`src/design/tfbs_pkg.sv`:
```
// Shared types and constants for the transmit frame and byte statistics bank.
`timescale 1ns / 1ps

package tfbs_pkg;

    localparam int NUM_PORTS_DEF     = 16;
    localparam int DISP_PER_PORT_DEF = 16;

    localparam int PORT_W = 4;
    localparam int DISP_W = 4;
    localparam int LEN_W  = 16;
    localparam int CNT_W  = 48;

    // One transmitted frame.
    typedef struct packed {
        logic [PORT_W-1:0] port;
        logic [DISP_W-1:0] disposition;
        logic [LEN_W-1:0]  stats_length;
        logic [LEN_W-1:0]  frame_length;
    } tfbs_in_t;

    // Updated counts for one frame.
    typedef struct packed {
        logic [PORT_W-1:0] out_port;
        logic [LEN_W-1:0]  out_length;
        logic [CNT_W-1:0]  frame_total;
        logic [CNT_W-1:0]  byte_total;
    } tfbs_out_t;

    // Controller to datapath commands.
    typedef struct packed {
        logic load_in;
        logic clr_en;
        logic rd_en;
        logic wr_en;
        logic out_load;
    } tfbs_cmd_t;

    // Datapath to controller status.
    typedef struct packed {
        logic clr_done;
        logic in_range;
        logic out_free;
    } tfbs_status_t;

    typedef enum logic [3:0] {
        ST_CLEAR = 4'b0001,
        ST_IDLE  = 4'b0010,
        ST_READ  = 4'b0100,
        ST_WRITE = 4'b1000
    } tfbs_state_t;

endpackage

```
`src/design/tfbs_ctrl.sv`:
```
// Sequencer for the counter clearing pass and the per-item read-modify-write.
`timescale 1ns / 1ps

module tfbs_ctrl (
    input  logic                  aclk,
    input  logic                  aresetn,
    input  logic                  s_valid,
    output logic                  s_ready,
    input  tfbs_pkg::tfbs_status_t status,
    output tfbs_pkg::tfbs_cmd_t    cmd
);

    tfbs_pkg::tfbs_state_t state_reg;
    tfbs_pkg::tfbs_state_t state_next;

    // Hold state, clear pass first after reset
    always_ff @(posedge aclk) begin
        if (!aresetn) begin
            state_reg <= tfbs_pkg::ST_CLEAR;
        end else begin
            state_reg <= state_next;
        end
    end

    // Decode commands and advance
    always_comb begin
        state_next   = state_reg;
        s_ready      = 1'b0;
        cmd          = '0;
        unique case (state_reg)
            tfbs_pkg::ST_CLEAR: begin
                cmd.clr_en = 1'b1;
                if (status.clr_done) begin
                    state_next = tfbs_pkg::ST_IDLE;
                end
            end
            tfbs_pkg::ST_IDLE: begin
                s_ready     = 1'b1;
                cmd.load_in = s_valid;
                if (s_valid) begin
                    state_next = tfbs_pkg::ST_READ;
                end
            end
            tfbs_pkg::ST_READ: begin
                cmd.rd_en  = 1'b1;
                state_next = tfbs_pkg::ST_WRITE;
            end
            tfbs_pkg::ST_WRITE: begin
                // Wait for the output register to free up, then commit
                if (status.out_free) begin
                    cmd.out_load = 1'b1;
                    cmd.wr_en    = status.in_range;
                    state_next   = tfbs_pkg::ST_IDLE;
                end
            end
            default: begin
                state_next = tfbs_pkg::ST_CLEAR;
            end
        endcase
    end

endmodule

```
`config.mk`:
```
export PLATFORM = sky130hd
export DESIGN_NAME = tfbs_ctrl
export DESIGN_NICKNAME = d
export VERILOG_FILES = /design/src/design/tfbs_pkg.sv /design/src/design/tfbs_ctrl.sv
export SDC_FILE = /design/constraint.sdc
export NUM_CORES = 1
export LEC_CHECK = 0
export BUFFER_PORTS_ARGS = -buffer_cell sky130_fd_sc_hd__buf_2
export CORE_AREA = 2 2 39 41
export DETAILED_ROUTE_END_ITERATION = 7
export DIE_AREA = 0 0 41 43
export RECOVER_POWER = 50
export SETUP_SLACK_MARGIN = 0.4
export SYNTH_ARGS = -nofsm -noshare
export SYNTH_HDL_FRONTEND = slang
export SYNTH_SLANG_ARGS = --single-unit
```
`constraint.sdc`:
```
create_clock -name aclk -period 1 [get_ports aclk]
set_input_delay 0.05 -clock aclk [delete_from_list [all_inputs] [get_ports aclk]]
set_output_delay 0.05 -clock aclk [all_outputs]
set_load 0.1 [all_outputs]
```
==> out/qor.yml <==
grt_pass1_vias: 362
status: "finished with violations"
min_from: "aresetn"
start_util: 0.195
cp_data_required_time_ns: 0.95
timing.rr.end: "state_reg[2]"
grt_max_degree: 10
syn_area_um2: 270
final_max_slew_viol_count: 0
io_pins: 12
stdcell_count: 69
cp-end-kind: "output port"
synth.top_cells.by_area: "dfxtp_1, nor4b_4, buf_6"
wl_um: 833
grt_usage: 0.130
gp_congestion: 0.814
clk_pin_slew_ns: 0.04
wl_per_cell_um: 12.1
crit_family: "simple AND/OR/NAND/NOR gates"
die_h_um: 43
cts_tree: "done"
rr_startpoint: "state_reg[2]"
drt_iter0_drc: 0
antenna_found_initial: 0
yosys.area.top_type: "dfxtp_1"
num_antenna_cells: 0
hold_end: "state_reg[0]"
ys_types: 22
cp_cell_sequence: "nand2_4 -> nor4_4 -> and2_4 -> buf_12"
fin_nets: 61
reg2reg_depth: 5
dp_hpwl_um: 539
gr-total-overflow: 0
violations: "setup timing"
critPathSlowestCell: "dfxtp_4"
fin_tns_setup_ns: -2.45
drive_gt1_frac: 0.811
cts_max_path_buffers: 2
dp_cells: 60
criticalPathCategory: "flop to output port"
worstSkewPairLatency_ns: 0.23
relSlewSlack: 0.804
fin_skew_ns: 0.00371
crit_fanout: 3
grt_pass1_wl_um: 1550
cellPowerDensity_nw_per_um2: 833
setup_viol: 10
synthCells: 29
synthFlopType: "dfxtp_1"
cap_viol_max_count: 0
ctsHoldBuffers: 0
die_x_um: 41
seq_area_frac_synth: 0.296
max_stage_delay_ns: 0.37
fin_util: 0.464
worstMarginPinSlew_ns: 0.292
fmax_ghz: 0.743
pre_cts_ws_ns: -0.176
avgSynthCellArea_um2: 9.32
grt_setup_unrepaired: "true"
worst_slack_ns: -0.346
cp_data_arrival_time_ns: 1.30
syn-num-nets: 35
hold_path_class: "input pin to flop"
vias_per_cell: 4.49
die_area_um2: 1760
hold_viol_final: 0
io_buffers: 11
cts.sinks: 4
synth-seq-cells: 4
critPathBufInv: 1
p_leak_nw: 0.269
first_pass_iters: 1
reg2reg_slack_ns: -0.20
area_growth_pct: 138
cp-start-kind: "flop"
drt.antenna.violating_nets: 0
vias: 310
synth_most_common_cell: "dfxtp_1"
power_w: 0.000534
ys_warn_count: 0
synth_top_area_frac: 0.296
cts_buffers: 3
drcViolationCount: 0
largest_reg_flops: 4
min_period_ns: 1.35
core_area_um2: 1380
rows: 14
worstHoldPathCells: 2
finalCritPeriodShare: 1.35
synth-edff-count: 0
h-tree-depth: 1
root_buffer: "clkbuf_4"
synth.cells.most_frequent: "dfxtp_1, and2_1, buf_6, nand2_1, nor4b_1"
ir_drop_mv: 0.405
async_reset_ff_frac: 0
[what timing repair did]
| action | CTS | global route |
|---|---|---|
| cloned | 0 | 0 |
| buffers inserted | 6 | 0 |
| endpoints found under the hold margin | 0 | 0 |
| resized for setup | 16 | 2 |
| endpoints found under the setup margin | 10 | 10 |
| pin swaps | 9 | 2 |
[layout by cell type (no fill, tap or decap)]
cell,netlist,layout
nor2b_1,1,1
a21oi_2,0,1
nand2_1,2,1
o21a_1,1,1
nand2b_4,0,1
clkbuf_4,0,3
nand3b_1,1,1
nor4_4,0,1
nor3_4,0,1
and2_4,0,2
buf_6,2,5
nand2_4,0,1
nor2_1,1,1
and3_1,1,1
buf_12,0,6
nor4b_2,0,1
inv_1,1,1
o21ai_2,0,1
buf_4,0,8
dfxtp_4,0,4
nor4b_4,1,2
o22ai_1,1,1
a32o_1,1,1
a311oi_1,1,1
nor3b_4,0,1
buf_2,1,5
[how the worst max path moves through the flow]
stage,slack [ns],depth (start not counted),startpoint,endpoint
floorplan,-1.19,3,state_reg[2],cmd[4]
global placement,-0.15,4,state_reg[2],state_reg[3]
detailed placement,-0.18,4,state_reg[2],state_reg[3]
CTS,-0.37,4,state_reg[3],cmd[1]
global route,-0.40,4,state_reg[3],cmd[1]
finish,-0.35,4,state_reg[3],cmd[1]
[metal layers]
metal / GRT usage / vias up / part of all wire
li1: - / 155 / -
met1: 0.152 / 141 / 0.40
met2: 0.203 / 10 / 0.51
met3: 0.0157 / 4 / 0.026
met4: 0.0933 / 0 / 0.056
met5: 0 / - / 0
[area by class of cell]
class | count | area, um^2
clock buffer | 3 | 22.5
fill | 123 | 742
inverter | 1 | 3.75
tap | 16 | 20.0
sequential | 4 | 95.1
timing repair buffer | 24 | 262
multi-input combinational | 21 | 239
[per-stage QoR]
| stage | hold slack (ns) | area [um^2] |
|---|---|---|
| floorplan | 0.130 | 314 |
| global placement | 0.271 | 504 |
| detailed placement | 0.272 | 504 |
| CTS | 0.0208 | 632 |
| global route | 0.0245 | 642 |
| finish | 0.0241 | 642 |
[worst reg2reg max path, stage by stage (launching register included)]
cell and delay, ns:
dfxtp_4 0.36, nor4b_4 0.30, buf_4 0.18, buf_6 0.09, buf_6 0.09, and3_1 0.12
[logic make-up after synthesis]
family          synth area share
compound gates             0.157
buf+inv                    0.116
flops                      0.296
simple gates               0.431
[where the power goes]
| part | leakage [nW] | total (W) | internal (W) | switching (W) |
|---|---|---|---|---|
| Combinational | 0.220 | 0.000156 | 0.0000723 | 0.0000840 |
| Clock | 0.0138 | 0.000197 | 0.000134 | 0.0000627 |
| Sequential | 0.0350 | 0.000181 | 0.000161 | 0.0000199 |
(Power assumes the default switching activity.)
